File: src/assert_macros.svh
// Assertion helper macros shared by the RTL files.
// No dependencies.
`ifndef ASSERT_MACROS_SVH
`define ASSERT_MACROS_SVH
// Implication checked on every clock edge outside reset.
`define CHK_IMPL(lbl, clk, rstn, ante, cons) \
    lbl: assert property (@(posedge clk) disable iff (!rstn) (ante) |-> (cons)) \
        else $error("check failed");
// Next-cycle implication checked outside reset.
`define CHK_NEXT(lbl, clk, rstn, ante, cons) \
    lbl: assert property (@(posedge clk) disable iff (!rstn) (ante) |=> (cons)) \
        else $error("check failed");
`endif

File: src/dhht_ram.sv
// Generic single-port RAM with registered read.
// No dependencies.
`default_nettype none
module dhht_ram #(
    parameter int Width = 8,
    parameter int Depth = 64
) (
    input  wire logic                                        aclk,
    input  wire logic                                        we,
    input  wire logic [((Depth > 1) ? $clog2(Depth) : 1)-1:0] addr,
    input  wire logic [Width-1:0]                            wdata,
    output logic [Width-1:0]                                 rdata
);
    logic [Width-1:0] mem [Depth];
    always_ff @(posedge aclk) begin
        if (we) begin
            mem[addr] <= wdata;
        end
        rdata <= mem[addr];
    end
endmodule
`default_nettype wire

File: config.mk
export PLATFORM = sky130hd
export DESIGN_NAME = dhht_ram
export DESIGN_NICKNAME = d
export VERILOG_FILES = /design/src/assert_macros.svh /design/src/dhht_ram.sv
export SDC_FILE = /design/constraint.sdc
export NUM_CORES = 1
export LEC_CHECK = 0
export ABC_AREA = 1
export CELL_PAD_IN_SITES_DETAIL_PLACEMENT = 1
export CELL_PAD_IN_SITES_GLOBAL_PLACEMENT = 1
export CORE_MARGIN = 2
export CORE_UTILIZATION = 55
export DETAILED_ROUTE_END_ITERATION = 10
export DONT_BUFFER_PORTS = 1
export GPL_TIMING_DRIVEN = 0
export PLACE_DENSITY = 0.89
export SLEW_MARGIN = 20
export SYNTH_ARGS = -nofsm -noshare
export SYNTH_HDL_FRONTEND = slang
export SYNTH_SLANG_ARGS = --single-unit
File: constraint.sdc
create_clock -name aclk -period 6.5 [get_ports aclk]
set_input_delay 0.65 -clock aclk [delete_from_list [all_inputs] [get_ports aclk]]
set_output_delay 0.65 -clock aclk [all_outputs]
set_load 0.05 [all_outputs]
# [Yosys cells after proc, flatten, opt, wreduce, memory -nomap -nowiden]
# Memory sizes are Yosys's and may differ from the RTL's. A register that Yosys moved wholly into a read port is not among the register bits.
# Cells that the tools add are included.
[op_classes] n_mux=2
[op_table] op="$mux 1" count=2
[totals] n_memories=1 reg_bits=0 output_inout_bits=8 ramBits=512 word_cells=3 in_bits=16
[memory_table] name="mem" depth=64 width=8 read_ports=1 rd_clocked_by_memory_dff=1 write_ports=1 line_no="dhht_ram.sv:14" text="logic [Width-1:0] mem [Depth];"

# [Logic depth before layout (Yosys ltp)]
[depth] depth_word=2 ltp_mapped=13 ltp_nobuf=11

# [Worst setup path before layout]
# Ideal clock, no wire load.
[synth_timing] kind="input-to-reg" start="input addr[3] (netlist name)" end="memory mem[40][0] (enable)" slack_ns=3.881 arrival_ns=2.224 path_buffers=1 required_time_ns=6.105 stages=5 setup_ns=0.395 path_cell_list="buf_2 > inv_2 > nor3_2 > inv_2 > nor4_1"
[synth_lines] element="from (decl)" line_no="dhht_ram.sv:10" text="input wire logic [((Depth > 1) ? $clog2(Depth) : 1)-1:0] addr,"
[synth_lines] element="to (decl)" line_no="dhht_ram.sv:14"
# No word-level cell before the write port.

# [Final worst setup path]
[layout_timing] start="input addr[1] (netlist name)" end="memory mem[54][7] (enable)"
# No word-level cell before the write port.

==> flow_metrics.env <==
export IMPL_ff_latch_area_sq_um=15500
export IMPL_critPathTopFamily="simple AND/OR/NAND/NOR gates"
export IMPL_ys_ff_latch=520
export IMPL_reg2reg_to="rdata[6]$_DFF_P_"
export IMPL_ant_nets=0
export IMPL_clk_pin_slew_ps=60
export IMPL_synth_ff_type="edfxtp_1"
export IMPL_synth_warnings=0
export IMPL_critPathSlowestCell="nor2_1"
export IMPL_worstPathCellList="buf_2, buf_2, buf_2, nand4_1, nor2_1"
export IMPL_path_max_fanout=10
export IMPL_hold_buffers=0
export IMPL_htreeDepth=2
export IMPL_grt_setup_unrepaired="no"
export IMPL_finalWirelength_mm=75.7
export IMPL_max_stage_delay_ps=1090
export IMPL_ios=24
export IMPL_routabilityCongestion=0.969
export IMPL_cp_startpoint="addr[1]"
export IMPL_die_x_um=204
export IMPL_endpoint_kind="flip-flop"
export IMPL_synthTopCellsByArea="edfxtp_1, nand2_1, nor2_1"
export IMPL_reg2reg_from="mem[28][6]$_DFFE_PP_"
export IMPL_layout_setup_ws_ps=3240
export IMPL_crit_type="input port to flip-flop"
export IMPL_antenna_found_initial=2
export IMPL_setup_viol=0
export IMPL_cp_start_kind="input port"
export IMPL_wirelength_met1_mm=26.5
export IMPL_required_ps=6720
export IMPL_top_layer="met5"
export IMPL_synthArstFlopShare_pct=0
export IMPL_clk_insertion_delay_late_ps=610
export IMPL_met2WireLength_mm=36.5
export IMPL_drtIter0Drc=2186
export IMPL_grt_max_degree=65
export IMPL_yosys_area_top_type="edfxtp_1"
export IMPL_worstPathArrival_ps=3480
export IMPL_layout_drive_gt1_share_pct=7.28
export IMPL_cts_made_buffers=53
export IMPL_hold_path_depth=0
export IMPL_n_fill_cell=4263
export IMPL_yosysSeqAreaShare_pct=70.5
export IMPL_status="finished, final reports clean"
export IMPL_avgSynthCellArea_sq_um=10.2
export IMPL_ir_worst_vdd_uv=260
export IMPL_maxCapViolations=0
export IMPL_syn_inst=2167
export IMPL_cts_resized=0
export IMPL_initial_core_util_pct=55.6
export IMPL_crit_top_cell="buf_2"
export IMPL_holdPathEnd="mem[30][0]$_DFFE_PP_"
export IMPL_synthTopCellsByCount="nand2_1, edfxtp_1, nor2_1"
export IMPL_synth_nets=2183
export IMPL_synth_cell_type_count=22
export IMPL_power_density_nw_per_um2=294
export IMPL_regToRegSetupSlack_ps=4740
export IMPL_grt_pass1_vias=18200
export IMPL_place_hpwl_mm=48.3
export IMPL_io_buffers=0
export IMPL_tightest_slew_ps=1140
export IMPL_wl_met3_mm=7.52
export IMPL_vias=16900
export IMPL_holdWs_ps=134
export IMPL_drtPass1Iterations=5
export IMPL_fin_crit_ps=3260
export IMPL_clock_skew_ps=27.6
export IMPL_crit_buf_inv=3
export IMPL_hold_start="wdata[0]"
export IMPL_cellLeakagePower_nw=10.2
export IMPL_routed_via_density=6.06
export IMPL_slew_headroom_pct=23.4
export IMPL_synth_edff_count=512
export IMPL_cts_setup_buffers=0
export IMPL_hold_path_class="input port to flip-flop"
export IMPL_final_nets=2240
export IMPL_fmax_ghz=0.306
export IMPL_syn_to_final_growth_pct=10.6
export IMPL_rows=73
export IMPL_synth_area_sq_um=22000
export IMPL_track_usage_pct=37.3
export IMPL_grt_overflow_total=0
export IMPL_cts_tree="done"
export IMPL_routedWlPerCell_um=27.1
export IMPL_finalHoldViolations=0
export IMPL_core_sq_um=39600
export IMPL_cts_root_buf="clkbuf_16"
export IMPL_ctsLongestPathBuffers=3
export IMPL_route_detailed_drc=0
export IMPL_timing_setup_tns_ps=0
export IMPL_fin_crit_sh_pct=50.2
export IMPL_multi_input_area_sq_um=5830
export IMPL_grt_pass1_wl_mm=112
export IMPL_final_util_pct=61.5
export IMPL_yosysTopAreaCellShare_pct=69.7
export IMPL_reg2reg_depth=7
export IMPL_post_synth_top_count_cell="nand2_1"
export IMPL_finalMaxSlewViolations=0
export IMPL_die_h_um=204
export IMPL_die_area_sq_um=41700
export IMPL_pre_cts_slack_ps=2800
export IMPL_cts_sinks=520
[stage by stage]
step | area (sq um) | total power (W) | cells
2_1_floorplan | 22000 | 0.00407 | 2167
3_3_place_gp | 22700 | 0.00420 | 2692
3_5_place_dp | 22700 | 0.00423 | 2694
4_1_cts | 24400 | 0.00713 | 2790
5_1_grt | 24400 | 0.00729 | 2791
6_report | 24400 | 0.00717 | 2793
[area by class of cell]
type	count	area share (%)
Clock buffer	74	6.10
Inverter	30	0.462
Buffer	101	2.39
Tap cell	525	2.69
Antenna cell	3	0.0308
Clock inverter	22	0.642
Timing Repair Buffer	2	0.0513
Multi-Input combinational cell	1516	23.9
Sequential cell	520	63.7
[flip-flops by register name, summed over array words and instances (netlist names)]
signal / cells
rdata: 8
mem: 512
[power breakdown]
part | switching (W) | internal, W
registers | 0.0000363 | 0.00371
clock network | 0.00130 | 0.00167
logic | 0.000342 | 0.000104
[worst max path at each step]
stage	endpoint	cells after the start
after floorplan	mem[40][0]$_DFFE_PP_	5
after global placement	mem[41][1]$_DFFE_PP_	5
after detailed placement	mem[35][3]$_DFFE_PP_	6
after CTS	mem[54][7]$_DFFE_PP_	5
after global routing	mem[30][6]$_DFFE_PP_	5
final	mem[54][7]$_DFFE_PP_	5
[placed cells by master, fill, tap and decap left out]
cell type   count
nand3_1        13
or2_1           3
bufinv_16       2
buf_4           8
clkinv_4        1
clkinvlp_4      1
nor2_1         87
o21ai_1         6
diode_2         3
buf_2          53
clkinv_1       12
clkbuf_16      55
edfxtp_1      512
nor3_2          8
nand4_1         2
clkbuf_8        4
o21ai_0         1
or2_2           3
inv_1          25
nor4_2          2
nand2_1      1384
buf_6          15
clkbuf_1       38
o211ai_1        5
dfxtp_1         8
inv_6           1
inv_2           4
clkinv_2        6
buf_1           4
nor2_2          2
[per-layer routing]
metal | GRT usage, % | vias to the layer above
met1 | 44.6 | 8303
met2 | 61.5 | 1155
met4 | 23.8 | 2
met3 | 8.13 | 327
met5 | 0 | -
li1 | - | 7125
[kinds of logic (layout without fill, tap and decap cells)]
kind of cell | after synthesis | count (layout) | share of synthesized area (%)
AOI/OAI and AO/OA | 12 | 12 | 0.329
buffers and inverters | 131 | 229 | 3.16
DFF | 520 | 520 | 70.5
other | 0 | 3 | 0
and+or+nand+nor | 1504 | 1504 | 26.0
No activity file was read; power rests on OpenSTA's default activity.
