<file path="src/assert_macros.svh">
// Assertion helper macros shared by the RTL files.
// No dependencies.
`ifndef ASSERT_MACROS_SVH
`define ASSERT_MACROS_SVH
// Implication checked on every clock edge outside reset.
`define CHK_IMPL(lbl, clk, rstn, ante, cons) \
    lbl: assert property (@(posedge clk) disable iff (!rstn) (ante) |-> (cons)) \
        else $error("check failed");
// Next-cycle implication checked outside reset.
`define CHK_NEXT(lbl, clk, rstn, ante, cons) \
    lbl: assert property (@(posedge clk) disable iff (!rstn) (ante) |=> (cons)) \
        else $error("check failed");
`endif

</file>
<file path="src/dhht_pkg.sv">
// Shared types and constants for the device heartbeat health tracker.
// No dependencies.
`default_nettype none
package dhht_pkg;
    localparam int DevicesDefault = 64;
    localparam int TsW = 63;
    localparam int ToW = 48;
    localparam int MissW = 16;
    localparam logic [ToW-1:0] TimeoutReset = 48'd1000000000;
    localparam logic [MissW-1:0] MaxMissedReset = 16'd3;
    localparam logic [MissW-1:0] MissMax = 16'hFFFF;

    typedef enum logic [2:0] {
        H_HEALTHY = 3'd0, H_DEGRADED = 3'd1, H_SUSPECT = 3'd2,
        H_DEAD = 3'd3, H_RECOVERING = 3'd4
    } health_t;

    localparam logic [2:0] CMD_BEAT = 3'd0;
    localparam logic [2:0] CMD_TIMEOUT = 3'd1;
    localparam logic [2:0] CMD_ERROR = 3'd2;
    localparam logic [2:0] CMD_REPORT = 3'd3;
    localparam logic [2:0] CMD_CHECK = 3'd4;

    localparam logic REG_TIMEOUT = 1'b0;
    localparam logic REG_MAXMISS = 1'b1;

    typedef enum logic [2:0] {
        ST_IDLE, ST_READ, ST_EVAL, ST_DIV, ST_APPLY, ST_OUT
    } state_t;

    // divider control / status
    typedef struct packed {
        logic start;
    } div_ctl_t;
    typedef struct packed {
        logic busy;
        logic done;
    } div_sts_t;
endpackage
`default_nettype wire

</file>
<file path="src/dhht_div.sv">
// Radix-2 restoring divider: 63-bit dividend by 48-bit divisor, one bit a cycle.
// Quotient saturated to 17 bits (anything above 65535 saturates later).
// Depends on dhht_pkg.
`default_nettype none
`include "assert_macros.svh"
module dhht_div import dhht_pkg::*; (
    input  wire logic           aclk,
    input  wire logic           aresetn,
    input  wire div_ctl_t       ctl,
    input  wire logic [TsW-1:0] dividend,
    input  wire logic [ToW-1:0] divisor,
    output div_sts_t            sts,
    output logic [MissW:0]      quot
);
    logic [TsW-1:0] num_reg, num_next;
    logic [ToW:0] rem_reg, rem_next;
    logic [ToW-1:0] den_reg, den_next;
    logic [TsW-1:0] q_reg, q_next;
    logic [5:0] cnt_reg, cnt_next;
    logic busy_reg, busy_next, done_reg, done_next;
    logic [ToW:0] sh;

    always_comb begin
        num_next = num_reg; rem_next = rem_reg; den_next = den_reg;
        q_next = q_reg; cnt_next = cnt_reg; busy_next = busy_reg;
        done_next = 1'b0;
        sh = {rem_reg[ToW-1:0], num_reg[TsW-1]};
        if (ctl.start) begin
            num_next = dividend; rem_next = '0; den_next = divisor;
            q_next = '0; cnt_next = 6'(TsW - 1); busy_next = 1'b1;
        end else if (busy_reg) begin
            num_next = {num_reg[TsW-2:0], 1'b0};
            if (sh >= {1'b0, den_reg}) begin
                rem_next = sh - {1'b0, den_reg};
                q_next = {q_reg[TsW-2:0], 1'b1};
            end else begin
                rem_next = sh;
                q_next = {q_reg[TsW-2:0], 1'b0};
            end
            cnt_next = cnt_reg - 6'd1;
            if (cnt_reg == '0) begin
                busy_next = 1'b0;
                done_next = 1'b1;
            end
        end
    end

    always_ff @(posedge aclk) begin
        if (!aresetn) begin
            busy_reg <= 1'b0;
            done_reg <= 1'b0;
        end else begin
            busy_reg <= busy_next;
            done_reg <= done_next;
        end
        num_reg <= num_next; rem_reg <= rem_next; den_reg <= den_next;
        q_reg <= q_next; cnt_reg <= cnt_next;
    end

    assign sts.busy = busy_reg;
    assign sts.done = done_reg;
    assign quot = (q_reg[TsW-1:MissW+1] != '0) ? {(MissW+1){1'b1}} : q_reg[MissW:0];

    `CHK_NEXT(a_done_after_busy, aclk, aresetn, done_reg, !busy_reg)
    `CHK_IMPL(a_no_start_busy, aclk, aresetn, ctl.start, !busy_reg)
    `CHK_IMPL(a_done_idle, aclk, aresetn, done_reg, !busy_reg)
endmodule
`default_nettype wire
</file>
<file path="config.mk">
export PLATFORM = sky130hd
export DESIGN_NAME = dhht_div
export DESIGN_NICKNAME = d
export VERILOG_FILES = /design/src/dhht_pkg.sv /design/src/dhht_div.sv
export VERILOG_INCLUDE_DIRS = /design/src /design/src/src
export SDC_FILE = /design/constraint.sdc
export NUM_CORES = 1
export LEC_CHECK = 0
export BUFFER_PORTS_ARGS = -buffer_cell sky130_fd_sc_hd__buf_2
export CAP_MARGIN = 0
export CORE_ASPECT_RATIO = 0.5
export CORE_MARGIN = 1.5
export CORE_UTILIZATION = 37
export CTS_CLUSTER_SIZE = 28
export DETAILED_ROUTE_END_ITERATION = 12
export GPL_TIMING_DRIVEN = 0
export SLEW_MARGIN = 20
export SYNTH_ARGS = -nofsm -noshare
export SYNTH_HDL_FRONTEND = slang
export SYNTH_SLANG_ARGS = --single-unit
export TNS_END_PERCENT = 20
</file>
<file path="constraint.sdc">
create_clock -name aclk -period 3.18 [get_ports aclk]
set_clock_uncertainty 0.05 [all_clocks]
set_input_delay 0.159 -clock aclk [delete_from_list [all_inputs] [get_ports aclk]]
set_output_delay 0.159 -clock aclk [all_outputs]
set_load 0.02 [all_outputs]
</file>
Yosys cells after proc, flatten, opt, wreduce, memory -nomap -nowiden
Cells that the tools add are included.
Word-level totals
  bits of input ports: 114
  output and inout bits: 19
  register bits after elaboration: 230
Operators by class
  $add $sub $neg: 2
  bitwise operators: 2
  order comparisons: 1
  reduce and logical (&&, ||, !) cells: 4
  muxes and demuxes: 9
Operators with widths (count)
  63-bit two-way mux: 2
  49-bit by 48-bit greater-or-equal comparator with 1-bit output: 1
  48-bit two-way mux: 1
  48-bit subtractor: 1
  46-bit nonzero test: 1
  17-bit two-way mux: 1
  6-bit logical NOT: 1
  6-bit by 1-bit subtractor with 6-bit output, second input constant: 1
  1-bit two-way mux: 5
  3-bit OR reduction: 1
  1-bit inverter: 2
  2-bit nonzero test: 1

Longest topological paths before layout
  depth after elaboration: 4
  depth in mapped cells: 15

Worst setup path before layout
Ideal clock, no wire load.
  path kind: flip-flop to flip-flop
  start: register den_reg[30]
  end: register rem_reg[43]
  data required time: 3.008 ns
  path buffers: 1
  cell stages (with the launch flop): 14
  arrival time: 2.624 ns
  path slack: 0.383 ns
  library setup time: 0.122 ns
  clock period less this slack: 2.797 ns
  path through: edfxtp_1 inv_1 ha_1 buf_6 a21o_1 o21bai_1 a221o_1 a221o_1 a211oi_2 o21ai_2 a41o_1 a21oi_2 xor2_1 o21ai_1
Between the ends
  longest elaborated chain between the ends: 2
Ends and longest elaborated chain
  start, declared: RTL line dhht_div.sv:17  | logic [ToW-1:0] den_reg, den_next;
  start signal, assigned: RTL line dhht_div.sv:56  | num_reg <= num_next; rem_reg <= rem_next; den_reg <= den_next;
  48-bit subtractor / 49-bit by 48-bit greater-or-equal comparator with 1-bit output (equally long branches): RTL line dhht_div.sv:34, dhht_div.sv:33
  48-bit two-way mux *: RTL line dhht_div.sv:33  | if (sh >= {1'b0, den_reg}) begin
  end signal, assigned: RTL line dhht_div.sv:56
  end, declared: RTL line dhht_div.sv:16  | logic [ToW:0] rem_reg, rem_next;
Every way passes the cells marked *; elsewhere a longest branch is shown, timed or not.
A chain may end at the register's enable or synchronous reset.

Worst setup path after layout
Ends and elaborated chain as after synthesis.

==> results.md <==
- Ys async rst share: 0%
- DRC: 0
- Top FF cell, synth: dfxtp_1
- Slew Limit Fails: 0
- TNS Setup: 0 ns
- Cell Area, Synth: 12000 µm²
- Vias: 9854
- Worst-Skew Late Latency: 0.56 ns
- Reg2Reg Depth: 13
- Buffers on Ports: 132
- Final period utilization: 97.8%
- Top delay family on crit path: compound AO/OA/AOI/OAI gates
- Ant. Diodes: 0
- Element type at the critical path start: flop
- Fmax: 0.322 GHz
- Fin. Hold Viols: 0
- Slew @ Worst Pin: 0.889 ns
- Largest net degree at the start of global routing: 50
- Critical Path Most Common Cell: a221o_1
- Max rail drop VDD: 0.370 mV
- Average via count per standard cell: 5.16
- Clock share of power: 37.0%
- Net Sw Power: 2110 µW
- Placer Congestion: 0.929
- Sequential Power Share: 44.2%
- WHS Path Cells: 1
- CP peak stage delay: 0.37 ns
- Total wire length: 32300 µm
- Final Setup Violations: 0
- Lkg Pwr: 0.00643 µW
- Total global-route track usage: 19.1%
- Buf+Inv Stages, Crit Path: 2
- Syn_nets: 1344
- CP Class: flop to flop
- Num rows: 46
- Internal power: 5550 µW
- ANT nets after route: 0
- Clock-pin slew on the worst setup and hold paths: 0.07 ns
- CP required: 3.55 ns
- Crit-path max FO: 7
- Drt first pass iters: 5
- Max-cap viol count: 0
- TritonCTS Sinks: 230
- Core area: 31800 µm²
- Cell variety after synth: 73
- CP Capture Type: flop
- Most frequent cells in the layout: nor2_1, buf_2, dfxtp_1, dlygate4sd3_1, edfxtp_1
- Die Wd: 257 µm
- Relative slew margins: 40.8%
- RSZ-0062 raised after global routing: yes
- Hold/Removal Path Class: input pin to flop
- Nets@finish: 1624
- Commonest non-fill, non-tap cell in the layout: nor2_1
- Levels on crit path: 13
- Height of the die: 130 µm
- Layout cells sized above 1: 22.0%
- Crit path arrival time: 3.48 ns
- Detailed Route Iter0 Violations: 513
- Syn_area_per_cell: 10.1 µm²
- Root buffer cell: clkbuf_16
- Switching portion of total power: 27.6%
- Overflow after GRT: 0
- Vias in the first global route: 9862
- Fin crit period: 3.11 ns
- Area grow syn2layout: 29.1%
- Initial antenna violation count: 0
- Sequential fraction of the synthesis area: 47.8%
- Detailed-placement wirelength estimate: 22200 µm
- Yosys warns: 0
- Status: complete, no violations
- Starting Density: 37.6%
- Area of the die: 33500 µm²
- Dpl cells: 1744
- CTS tree: built
- First-pass GRT wire length: 51100 µm
- Cells along the critical path: inv_1 -> ha_1 -> buf_6 -> a21o_1 -> o21bai_1 -> a221o_1 -> a221o_1 -> a211oi_4 -> o21ai_2 -> a41o_1 -> a21oi_2 -> xor2_1 -> o21ai_1
- Critical path's slowest cell: a221o_1
- DR WL/cell: 16.9 µm
- CTS buffer count: 23
- Syn Inst Count: 1179
- Pwr dens: 496 nW/µm²
- EDFF count, synth: 111
- Post-Layout Cell Count: 1908
- CTS H-Tree Depth: 1
- Max Root-Sink Buffers: 3
- Combinational share of power: 18.7%
- Synth Register Bits: 230
- IO Pins: 133
-- cell families (layout without fill, tap and decap cells) --
| logic type | count (synthesis) | count (layout) | synth area share, % |
|---|---|---|---|
| muxes | 133 | 133 | 11.8 |
| xor gates and xnor gates | 49 | 49 | 3.59 |
| and+or+nand+nor | 341 | 341 | 12.9 |
| AOI/OAI and AO/OA | 237 | 237 | 13.7 |
| adders and majority gates | 51 | 51 | 5.40 |
| buffers and inverters | 138 | 435 | 4.90 |
| DFF | 230 | 230 | 47.8 |
-- final timing paths --
path,slack [ns],endpoint,start
worst max register to register,0.07,rem_reg[43],den_reg[30]
worst max-delay path,0.07,rem_reg[43],den_reg[30]
worst min register to register,0.43,rem_reg[38],rem_reg[38]
worst min-delay path,0.12,den_reg[40],ctl
-- Yosys cell counts, types with 5 or more instances --
cell | instances | share of area (%)
a211oi_1 | 26 | 1.6
a21o_1 | 23 | 1.4
a21oi_1 | 59 | 2.5
a22oi_1 | 5 | 0.31
a311oi_1 | 14 | 1.0
a31oi_1 | 7 | 0.37
and3_1 | 5 | 0.26
buf_1 | 6 | 0.19
buf_2 | 22 | 0.92
clkbuf_1 | 41 | 1.3
dfxtp_1 | 119 | 20
edfxtp_1 | 111 | 28
ha_1 | 50 | 5.2
inv_1 | 62 | 1.9
mux2_2 | 62 | 5.8
mux2i_1 | 71 | 5.9
nand2_1 | 80 | 2.5
nand2b_1 | 24 | 1.3
nand3_1 | 11 | 0.46
nand4_1 | 21 | 1.1
nor2_1 | 150 | 4.7
nor3_1 | 16 | 0.67
nor4_1 | 17 | 0.89
o21a_1 | 11 | 0.69
o21ai_0 | 23 | 0.96
o21ai_1 | 10 | 0.42
o21bai_1 | 9 | 0.56
o22ai_1 | 5 | 0.26
xnor2_1 | 23 | 1.7
xor2_1 | 26 | 1.9
-- layer usage --
layer | GRT usage [%] | up-vias | wire length [µm]
li1 | - | 4788 | -
met1 | 24.8 | 4792 | 14700
met2 | 33.3 | 215 | 15300
met3 | 3.07 | 59 | 1490
met4 | 5.26 | 0 | 848
met5 | 0 | - | 0
-- stage by stage --
stage / worst slack (ns) / utilization (%) / power, µW / area (µm²) / hold WS [ns]
detailed placement: -0.284 / 41.5 / 4680 / 13200 / 0.287
CTS: -0.0203 / 47.9 / 7670 / 15200 / 0.238
finish: 0.0702 / 48.6 / 7660 / 15400 / 0.125
global route: -0.0508 / 48.6 / 8000 / 15400 / 0.150
global placement: -0.955 / 41.4 / 4650 / 13200 / 0.287
floorplan: 0.383 / - / 4320 / 12000 / 0.208
-- what timing repair did --
item	4_1_cts	5_1_grt
hold buffers	112	0
buffers inserted	4	10
pin swaps	3	13
endpoints found under the setup margin	54	47
hold endpoints to repair	113	0
resized for setup	23	34
-- cell type report --
cell class	count	area (µm²)
inverters	62	235
multi-input cells	811	5850
clock buffers	31	679
plain buffers	72	387
well taps	432	541
flip-flops and latches	230	5720
fillers	2953	16300
repair buffers	259	1930
clock inverters	11	96.3
-- power groups by stage --
stage	registers, µW	logic (µW)	clock network (µW)
2_1_floorplan	3430	890	0
3_3_place_gp	3450	1200	0
3_5_place_dp	3450	1220	0
4_1_cts	3390	1380	2910
5_1_grt	3410	1570	3020
6_report	3390	1440	2840
Power figures use the tool's default switching activity.
